--- src/hw/rtl/cca_pkg.sv ---
package cca_pkg;

    localparam int PIXEL_COUNT_BITS_DEF = 32;
    localparam int WORD_W    = 32;
    localparam int MANT_W    = 31;          // Q1.30 mantissa
    localparam int LSUM_W    = 26;          // log-domain sum, signed Q.16
    localparam int EXPO_W    = 28;          // exponent F, signed Q.16
    localparam int OPND_W    = 33;          // shared multiplier operand
    localparam int PROD_W    = 2 * OPND_W;
    localparam int TERM_W    = 35;
    localparam int LOG_STEPS = 16;
    localparam int EXP_STEPS = 16;

    localparam logic [31:0] INITIAL_CHI_RST = 32'd0;
    localparam logic [15:0] CONCAVITY_RST   = 16'd7373;
    localparam logic [31:0] REF_AREA_RST    = 32'd65536;
    localparam logic [31:0] CELL_SIZE_RST   = 32'd65536;

    localparam logic [TERM_W-1:0] TERM_CAP  = TERM_W'(64'd1 << 33);
    localparam logic [31:0]       CHI_MAX   = 32'h7FFF_FFFF;
    localparam logic [31:0]       Q30_ONE   = 32'h4000_0000;
    localparam logic [LSUM_W-1:0] LOG_BIAS  = LSUM_W'(16 * 65536);
    localparam logic [EXPO_W-1:0] HALF_STEP = EXPO_W'(32768);

    typedef enum logic [1:0] {
        REG_INITIAL_CHI = 2'd0,
        REG_CONCAVITY   = 2'd1,
        REG_REF_AREA    = 2'd2,
        REG_CELL_SIZE   = 2'd3
    } reg_idx_t;

    typedef enum logic [1:0] {
        OPND_AREA  = 2'd0,
        OPND_CELL  = 2'd1,
        OPND_PIXEL = 2'd2
    } opnd_sel_t;

    typedef enum logic [2:0] {
        ST_IDLE,
        ST_LOAD,
        ST_LOG,
        ST_SCALE,
        ST_EXP,
        ST_FINISH
    } state_t;

    typedef logic [31:0] root_tab_t [EXP_STEPS];

    function automatic logic [63:0] isqrt64(input logic [63:0] x);
        logic [63:0] v;
        logic [63:0] res;
        logic [63:0] bitv;
        v    = x;
        res  = 64'd0;
        bitv = 64'd1 << 62;
        for (int i = 0; i < 32; i++) begin
            if (v >= res + bitv) begin
                v   = v - (res + bitv);
                res = (res >> 1) + bitv;
            end
            else begin
                res = res >> 1;
            end
            bitv = bitv >> 2;
        end
        return res;
    endfunction

    // successive square roots of 2.0 in Q1.30
    function automatic root_tab_t build_roots();
        root_tab_t   tab;
        logic [63:0] r;
        r = 64'd1 << 31;
        for (int i = 0; i < EXP_STEPS; i++) begin
            r      = isqrt64(r << 30);
            tab[i] = r[31:0];
        end
        return tab;
    endfunction

    localparam root_tab_t ROOTS = build_roots();

endpackage

--- src/hw/rtl/cca_norm.sv ---
module cca_norm (
    input  logic [31:0]                 x,
    output logic [4:0]                  msb,
    output logic [cca_pkg::MANT_W-1:0]  mant
);

    logic [31:0] xs;

    always_comb
    begin
        msb = 5'd0;
        for (int i = 0; i < 32; i++) begin
            if (x[i]) begin
                msb = 5'(i);
            end
        end
    end

    // top bit lands on bit 30
    always_comb
    begin
        if (msb == 5'd31) begin
            xs = x >> 1;
        end
        else begin
            xs = x << (5'd30 - msb);
        end
        mant = xs[cca_pkg::MANT_W-1:0];
    end

endmodule

--- src/hw/rtl/chi_coordinate_accumulator.sv ---
// Chi coordinate accumulator.
// Nodes of one channel arrive on the input channel (in_valid/in_ready) from
// the outlet upward; each transaction carries is_outlet, diagonal_step and
// pixel_count. Every node yields one transaction on the output channel
// (out_valid/out_ready) with chi_value and saturated.
// An outlet node loads chi with initial_chi. Any other node runs three log2
// passes (area, cell size, pixel count), one scaling multiply and 16 exp2
// steps through one shared 33x33 multiplier, then the accumulate. One node
// is in flight at a time; in_ready is high only while the sequencer is idle.
// A finished result sits in an output register; the next node is accepted
// while it waits. If the receiver stalls, the sequencer holds its next result
// until the output register frees. Registers are written over
// cfg_write/cfg_addr/cfg_wdata; the user must write them only while idle,
// as the block itself does not enforce it.
// Reset clears running chi and restores register defaults.
module chi_coordinate_accumulator #(
    parameter int PIXEL_COUNT_BITS = cca_pkg::PIXEL_COUNT_BITS_DEF
) (
    input  logic        clk,
    input  logic        rst_n,
    input  logic        cfg_write,
    input  logic [1:0]  cfg_addr,
    input  logic [31:0] cfg_wdata,
    input  logic        in_valid,
    output logic        in_ready,
    input  logic        is_outlet,
    input  logic        diagonal_step,
    input  logic [31:0] pixel_count,
    output logic        out_valid,
    input  logic        out_ready,
    output logic [31:0] chi_value,
    output logic        saturated
);

    localparam int PW = (PIXEL_COUNT_BITS < 32) ? PIXEL_COUNT_BITS : 32;
    localparam logic [32:0] PIX_MASK_W = (33'd1 << PW) - 33'd1;
    localparam logic [31:0] PIX_MASK   = PIX_MASK_W[31:0];

    localparam int MW = cca_pkg::MANT_W;
    localparam int LW = cca_pkg::LSUM_W;
    localparam int FW = cca_pkg::EXPO_W;
    localparam int OW = cca_pkg::OPND_W;
    localparam int PRW = cca_pkg::PROD_W;
    localparam int TW = cca_pkg::TERM_W;

    cca_pkg::state_t state_reg, state_next;

    logic [31:0] initial_chi_reg, ref_area_reg, cell_size_reg;
    logic [15:0] concavity_reg;

    logic                  outlet_reg, diag_reg;
    logic [31:0]           pix_reg;
    cca_pkg::opnd_sel_t    sel_reg;
    logic [3:0]            cnt_reg;
    logic [MW-1:0]         m_reg;
    logic [4:0]            msb_reg;
    logic [15:0]           frac_reg;
    logic signed [LW-1:0]  lsum_reg;
    logic [20:0]           logc_reg;
    logic signed [FW-1:0]  f_reg;
    logic [31:0]           acc_reg;
    logic [31:0]           running_reg;
    logic                  out_valid_reg, saturated_reg;
    logic [31:0]           chi_value_reg;

    // configuration
    always_ff @(posedge clk or negedge rst_n)
    begin
        if (!rst_n) begin
            initial_chi_reg <= cca_pkg::INITIAL_CHI_RST;
            concavity_reg   <= cca_pkg::CONCAVITY_RST;
            ref_area_reg    <= cca_pkg::REF_AREA_RST;
            cell_size_reg   <= cca_pkg::CELL_SIZE_RST;
        end
        else if (cfg_write) begin
            unique case (cca_pkg::reg_idx_t'(cfg_addr))
                cca_pkg::REG_INITIAL_CHI: initial_chi_reg <= cfg_wdata;
                cca_pkg::REG_CONCAVITY:   concavity_reg   <= cfg_wdata[15:0];
                cca_pkg::REG_REF_AREA:    ref_area_reg    <= cfg_wdata;
                cca_pkg::REG_CELL_SIZE:   cell_size_reg   <= cfg_wdata;
                default: ;
            endcase
        end
    end

    // operand normaliser
    logic [31:0]   norm_src, norm_x;
    logic [4:0]    norm_msb;
    logic [MW-1:0] norm_mant;

    always_comb
    begin
        case (sel_reg)
            cca_pkg::OPND_AREA: norm_src = ref_area_reg;
            cca_pkg::OPND_CELL: norm_src = cell_size_reg;
            default:            norm_src = pix_reg;
        endcase
        norm_x = (norm_src == 32'd0) ? 32'd1 : norm_src;
    end

    cca_norm u_norm (
        .x    (norm_x),
        .msb  (norm_msb),
        .mant (norm_mant)
    );

    // shared multiplier
    logic signed [OW-1:0]  mul_a, mul_b;
    logic signed [PRW-1:0] prod;
    logic [31:0]           root_val;

    assign root_val = cca_pkg::ROOTS[cnt_reg];

    always_comb
    begin
        case (state_reg)
            cca_pkg::ST_SCALE:
            begin
                mul_a = OW'(concavity_reg);
                mul_b = OW'(lsum_reg);
            end
            cca_pkg::ST_EXP:
            begin
                mul_a = OW'(acc_reg);
                mul_b = OW'(root_val);
            end
            default:
            begin
                mul_a = OW'(m_reg);
                mul_b = OW'(m_reg);
            end
        endcase
        prod = mul_a * mul_b;
    end

    // log2 squaring step
    logic [32:0]    sq;
    logic           log_bit;
    logic [MW-1:0]  m_step;
    logic [15:0]    frac_step;
    logic [20:0]    log_val;

    always_comb
    begin
        sq        = prod[62:30];
        log_bit   = sq[31];
        m_step    = log_bit ? sq[31:1] : sq[30:0];
        frac_step = {frac_reg[14:0], log_bit};
        log_val   = {msb_reg, frac_step};
    end

    // exponent and term
    logic signed [FW-1:0] f_calc;
    logic signed [11:0]   k;
    logic signed [12:0]   shr;
    logic [TW-1:0]        term, t_up;
    logic signed [TW:0]   sum;

    always_comb
    begin
        f_calc = FW'($signed(prod[41:14])) + $signed(FW'(logc_reg))
                 + (diag_reg ? $signed(cca_pkg::HALF_STEP) : $signed(FW'(0)));
        k      = f_reg[FW-1:16];
        shr    = 13'sd30 - 13'(k);
        t_up   = TW'(acc_reg) << (2'(k) - 2'd2);
        if (k >= 12'sd33) begin
            term = cca_pkg::TERM_CAP;
        end
        else if (k >= 12'sd30) begin
            t_up = TW'(acc_reg) << 2'(k - 12'sd30);
            term = (t_up > cca_pkg::TERM_CAP) ? cca_pkg::TERM_CAP : t_up;
        end
        else if (shr >= 13'sd32) begin
            term = '0;
        end
        else begin
            term = TW'(acc_reg >> shr[4:0]);
        end
        sum = $signed({{(TW-31){running_reg[31]}}, running_reg}) + $signed({1'b0, term});
    end

    // sequencer
    logic out_free;
    assign out_free = !out_valid_reg || out_ready;
    assign in_ready = (state_reg == cca_pkg::ST_IDLE);

    always_comb
    begin
        state_next = state_reg;
        unique case (state_reg)
            cca_pkg::ST_IDLE:
                if (in_valid) begin
                    state_next = is_outlet ? cca_pkg::ST_FINISH : cca_pkg::ST_LOAD;
                end
            cca_pkg::ST_LOAD:
                state_next = cca_pkg::ST_LOG;
            cca_pkg::ST_LOG:
                if (cnt_reg == 4'(cca_pkg::LOG_STEPS - 1)) begin
                    state_next = (sel_reg == cca_pkg::OPND_PIXEL) ? cca_pkg::ST_SCALE
                                                                  : cca_pkg::ST_LOAD;
                end
            cca_pkg::ST_SCALE:
                state_next = cca_pkg::ST_EXP;
            cca_pkg::ST_EXP:
                if (cnt_reg == 4'(cca_pkg::EXP_STEPS - 1)) begin
                    state_next = cca_pkg::ST_FINISH;
                end
            cca_pkg::ST_FINISH:
                if (out_free) begin
                    state_next = cca_pkg::ST_IDLE;
                end
            default:
                state_next = cca_pkg::ST_IDLE;
        endcase
    end

    always_ff @(posedge clk or negedge rst_n)
    begin
        if (!rst_n) begin
            state_reg <= cca_pkg::ST_IDLE;
        end
        else begin
            state_reg <= state_next;
        end
    end

    // datapath
    always_ff @(posedge clk)
    begin
        case (state_reg)
            cca_pkg::ST_IDLE:
            begin
                outlet_reg <= is_outlet;
                diag_reg   <= diagonal_step;
                pix_reg    <= pixel_count & PIX_MASK;
                sel_reg    <= cca_pkg::OPND_AREA;
            end
            cca_pkg::ST_LOAD:
            begin
                m_reg    <= norm_mant;
                msb_reg  <= norm_msb;
                frac_reg <= '0;
                cnt_reg  <= '0;
            end
            cca_pkg::ST_LOG:
            begin
                m_reg    <= m_step;
                frac_reg <= frac_step;
                cnt_reg  <= cnt_reg + 4'd1;
                if (cnt_reg == 4'(cca_pkg::LOG_STEPS - 1)) begin
                    case (sel_reg)
                        cca_pkg::OPND_AREA:
                        begin
                            lsum_reg <= $signed(LW'(log_val)) + $signed(cca_pkg::LOG_BIAS);
                            sel_reg  <= cca_pkg::OPND_CELL;
                        end
                        cca_pkg::OPND_CELL:
                        begin
                            lsum_reg <= lsum_reg - $signed(LW'({log_val, 1'b0}));
                            logc_reg <= log_val;
                            sel_reg  <= cca_pkg::OPND_PIXEL;
                        end
                        default:
                            lsum_reg <= lsum_reg - $signed(LW'(log_val));
                    endcase
                end
            end
            cca_pkg::ST_SCALE:
            begin
                f_reg   <= f_calc;
                acc_reg <= cca_pkg::Q30_ONE;
                cnt_reg <= '0;
            end
            cca_pkg::ST_EXP:
            begin
                cnt_reg <= cnt_reg + 4'd1;
                if (f_reg[4'd15 - cnt_reg]) begin
                    acc_reg <= prod[61:30];
                end
            end
            default: ;
        endcase
    end

    // running chi and output register
    always_ff @(posedge clk or negedge rst_n)
    begin
        if (!rst_n) begin
            running_reg   <= '0;
            out_valid_reg <= 1'b0;
        end
        else begin
            if (out_ready) begin
                out_valid_reg <= 1'b0;
            end
            if (state_reg == cca_pkg::ST_FINISH && out_free) begin
                out_valid_reg <= 1'b1;
                if (outlet_reg) begin
                    running_reg <= initial_chi_reg;
                end
                else if (sum > $signed({4'd0, cca_pkg::CHI_MAX})) begin
                    running_reg <= cca_pkg::CHI_MAX;
                end
                else begin
                    running_reg <= sum[31:0];
                end
            end
        end
    end

    always_ff @(posedge clk)
    begin
        if (state_reg == cca_pkg::ST_FINISH && out_free) begin
            if (outlet_reg) begin
                chi_value_reg <= initial_chi_reg;
                saturated_reg <= 1'b0;
            end
            else if (sum > $signed({4'd0, cca_pkg::CHI_MAX})) begin
                chi_value_reg <= cca_pkg::CHI_MAX;
                saturated_reg <= 1'b1;
            end
            else begin
                chi_value_reg <= sum[31:0];
                saturated_reg <= 1'b0;
            end
        end
    end

    assign out_valid = out_valid_reg;
    assign chi_value = chi_value_reg;
    assign saturated = saturated_reg;

`ifndef SYNTHESIS
    a_sat_at_max: assert property (@(posedge clk) disable iff (!rst_n)
        out_valid && saturated |-> chi_value == cca_pkg::CHI_MAX)
        else $error("saturated result not at maximum");
    a_busy_after_accept: assert property (@(posedge clk) disable iff (!rst_n)
        in_valid && in_ready |=> !in_ready)
        else $error("ready stayed high after accept");
    a_finish_emits: assert property (@(posedge clk) disable iff (!rst_n)
        state_reg == cca_pkg::ST_FINISH && out_free |=> out_valid && in_ready)
        else $error("finished node not presented");
    a_chi_tracks: assert property (@(posedge clk) disable iff (!rst_n)
        $rose(out_valid) |-> chi_value == running_reg)
        else $error("output chi differs from running chi");
`endif

endmodule

--- config.mk ---
export PLATFORM = sky130hd
export DESIGN_NAME = chi_coordinate_accumulator
export DESIGN_NICKNAME = d
export VERILOG_FILES = /design/src/hw/rtl/cca_pkg.sv /design/src/hw/rtl/cca_norm.sv /design/src/hw/rtl/chi_coordinate_accumulator.sv
export SDC_FILE = /design/constraint.sdc
export NUM_CORES = 2
export LEC_CHECK = 0
export BUFFER_PORTS_ARGS = -buffer_cell sky130_fd_sc_hd__buf_2
export CAP_MARGIN = 40
export CORE_MARGIN = 5
export CORE_UTILIZATION = 65
export CTS_CLUSTER_SIZE = 25
export DETAILED_ROUTE_END_ITERATION = 10
export GPL_TIMING_DRIVEN = 0
export PLACE_DENSITY = 0.82
export SLEW_MARGIN = 20
export SYNTH_ARGS = -nofsm -noshare
export SYNTH_HDL_FRONTEND = slang
export SYNTH_SLANG_ARGS = --single-unit
--- constraint.sdc ---
create_clock -name clk -period 14.1 [get_ports clk]
set_clock_uncertainty 0.1 [all_clocks]
set_input_delay 2.115 -clock clk [delete_from_list [all_inputs] [get_ports clk]]
set_output_delay 2.115 -clock clk [all_outputs]
set_load 0.05 [all_outputs]
==> out/qor_table.md <==
| Result | This run | Unit |
| --- | --- | --- |
| Final Cycle Share | 98.8 | % |
| Initial Utilization | 65.4 | % |
| Remaining global-route overflow | 0 | - |
| Remaining design rule violation count | 0 | - |
| Post-synthesis register bit count | 379 | - |
| Number of clock sinks | 379 | - |
| Relative area change from synthesis to final layout | 8.12 | % |
| Gpl congestion | 1.13 | - |
| Number of antenna violations at the first check in global routing | 15 | - |
| CTS HTree Levels | 1 | - |
| Nature of the critical path endpoint | flop | - |
| Category of the most critical setup path | flop to flop | - |
| Data required, critical path | 14340 | ps |
| Final count of negative-setup-slack endpoints | 0 | - |
| Via density | 6.56 | - |
| Worst-margin pin slew | 1000 | ps |
| Sort of element at the start of the critical path | flop | - |
| Number of nets in the layout | 8067 | - |
| Share of the synthesized netlist area taken by xor and xnor gates | 2.24 | % |
| Y dimension of the die | 314 | um |
| Routed wire length | 228000 | um |
| Synthesized-area fraction occupied by ao, oa, aoi and oai cells | 10.0 | % |
| Ratio of cells with drive above 1 in the final layout | 11.9 | % |
| I/O Pins | 108 | - |
| Final antenna-violating net count | 0 | - |
| Largest family of logic cells by synthesized area | adder cells | - |
| Synth cell types | 102 | - |
| Relative slew slack | 31.3 | % |
| Max Slew Vio Count | 0 | - |
| Netlist Area Pre-Place | 0.0599 | mm^2 |
| Global-route usage over all layers | 46.0 | % |
| Worst path max stage delay | 690 | ps |
| Site Rows | 111 | - |
| Final cell count without fillers | 7884 | - |
| Sequential-to-total area share from yosys stat | 17.8 | % |
| Hold Buf Count CTS | 0 | - |
| Worst skew pair latency | 620 | ps |
| Mux share of post-synthesis cell area | 8.08 | % |
| Via count of the first global-routing pass | 52700 | - |
| Bufs on Longest Clock Path | 3 | - |
| First-pass GRT wire length | 335000 | um |
| Sum Neg Setup Slack | 0 | ps |
| Worst R2R Setup Slack | 180 | ps |
| CTS Buf Count | 31 | - |
| Max capacitance violation total | 0 | - |
| DIE AREA | 0.0983 | mm^2 |
| Count of placed standard cells including taps | 7818 | - |
| Number of instances in the synthesized netlist | 6437 | - |
| Number of synthesized flops with an enable pin | 231 | - |
| Clock root buffer | clkbuf_16 | - |
| Critical path's slowest cell | clkbuf_1 | - |
| Most repeated library cell on the critical path | fa_1 | - |
| Critical path arrival | 14160 | ps |
| Synth Warn # | 0 | - |
| Total number of vias | 51700 | - |
| Post-Place Cell Area | 0.0630 | mm^2 |
| Clock slew at the register clock pins of the worst setup and hold paths | 70 | ps |
| Synthesized-area fraction occupied by adder cells | 39.5 | % |
| Chip Width | 314 | um |
| HP Class | flop to flop | - |
| Min Tclk post-route | 13920 | ps |
| IO Port Bufs | 107 | - |
| Proportion of synthesized flip-flops having asynchronous set or reset | 39.1 | % |
| First-pass iteration count of the detailed router | 9 | - |
| Mean cell area of the mapped netlist | 9.30 | um^2 |
| Routed len/inst | 28.9 | um |
| Maximum net fanout on the critical path | 10 | - |
| Highest attainable clock frequency | 0.0718 | GHz |
| Iteration-0 DRC count of the detailed router | 5755 | - |
| Area of the core | 0.0915 | mm^2 |
| Outcome | completed | - |
| CTS tree | done | - |
| Largest net degree at the start of global routing | 88 | - |
| Primary flip-flop cell chosen by synthesis mapping | edfxtp_1 | - |
| Final hold vios | 0 | - |
| Final HPWL from detailed placement | 191000 | um |
| Post-synthesis simple-gate area fraction | 13.4 | % |
| Area of all placed cells without fillers | 0.0647 | mm^2 |
-- final timing paths --
check,to,cells after the start,from
min,logc_reg[14],0,frac_reg[13]
max,lsum_reg[21],45,state_reg[0]
max reg2reg,lsum_reg[21],45,state_reg[0]
max in group asynchronous,concavity_reg[3],2,rst_n
min reg2reg,logc_reg[14],0,frac_reg[13]
min in group asynchronous,running_reg[27],1,rst_n
-- cell families (layout without fill, tap and decap cells) --
kind of cell | Yosys count | after routing
adder cells (fa/ha/maj) | 1330 | 1330
XOR/XNOR | 150 | 150
AO/OA/AOI/OAI | 894 | 894
buffers and inverters | 1414 | 1652
multiplexers | 369 | 369
other | 2 | 25
flip-flops | 379 | 379
AND/OR/NAND/NOR | 1899 | 1899
-- synthesized netlist by cell type, drive strengths merged (19+ instances only) --
| master | number | area [um^2] |
|---|---|---|
| a211oi | 54 | 420 |
| dfrtp | 138 | 3450 |
| o22ai | 28 | 175 |
| or2 | 21 | 131 |
| a31oi | 32 | 200 |
| fa | 931 | 18600 |
| nand4 | 19 | 119 |
| and3 | 31 | 194 |
| nor2b | 34 | 213 |
| edfxtp | 231 | 6940 |
| clkbuf | 286 | 1070 |
| xnor2 | 84 | 751 |
| inv | 1067 | 4010 |
| a21oi | 220 | 1110 |
| a22oi | 39 | 293 |
| nand2 | 779 | 2930 |
| ha | 399 | 4990 |
| mux2i | 133 | 1420 |
| mux4 | 67 | 1510 |
| nor3 | 59 | 295 |
| nand2b | 31 | 194 |
| nor2 | 739 | 2780 |
| a2bb2oi | 30 | 263 |
| o211ai | 24 | 180 |
| buf | 57 | 307 |
| o21a | 45 | 338 |
| a221oi | 26 | 240 |
| o21ai | 169 | 846 |
| and2 | 56 | 350 |
| nand3 | 59 | 295 |
| a21o | 72 | 541 |
| a221o | 23 | 230 |
| o21bai | 25 | 188 |
| mux2 | 169 | 1910 |
| xor2 | 66 | 593 |
-- per-layer routing --
metal / GRT usage, % / routed length, um / vias to the layer above
li1: - / - / 21300
met1: 54.7 / 75000 / 25200
met2: 70.8 / 99300 / 3958
met3: 13.9 / 29800 / 1256
met4: 34.5 / 23600 / 20
met5: 0 / 182 / -
-- critical path, delay by kind of cell, from the launching register on --
kind                       cells  cell delay, ps
buffers and inverters         10            2610
DFF                            1             370
AOI/OAI and AO/OA             15            3230
adders and majority gates     11            5300
xor gates and xnor gates       2             370
and+or+nand+nor                7            1630
-- area by class of cell --
class	count	area, um^2
antenna	9	22.5
buffer	322	1510
clock buffer	43	893
clock inverter	15	134
fill	7090	26800
inverter	1071	4020
multi-input combinational	4658	44500
sequential	379	10700
tap	1186	1480
timing repair buffer	201	1550
-- repair_timing --
item	CTS	global route
setup buffers	1	15
pin swaps	0	9
cloned	0	0
setup endpoints to repair	17	10
gates resized for setup	104	202
-- per-stage QoR --
| step | hold slack [ps] | setup WS, ps | util (%) |
|---|---|---|---|
| finish | 361 | 176 | 70.7 |
| detailed placement | 332 | -1270 | 68.9 |
| CTS | 358 | 6.44 | 70.2 |
| floorplan | 326 | 2040 | - |
| global placement | 335 | -2480 | 67.7 |
| global route | 361 | -74.8 | 70.7 |
-- placed cells by master (no fill, tap or decap), drive strengths merged, types with 28 or more instances in the layout --
cell and instances:
buf 256, nor3 59, a21o 72, clkbuf 309, mux2i 133, ha 399, a21oi 220, and3 31
a22oi 39, mux2 169, a2bb2oi 30, nand2 779, o21ai 169, nand2b 31, inv 1070, mux4 67
o21a 45, fa 931, xor2 66, nand3 59, and2 56, nor2 739, a211oi 54, a31oi 32
edfxtp 231, o22ai 28, dfrtp 138, nor2b 34, xnor2 84
Power is left out: the tool's default activity adds up to more than one toggle a clock period on the data nets, which glitch-free logic cannot reach.
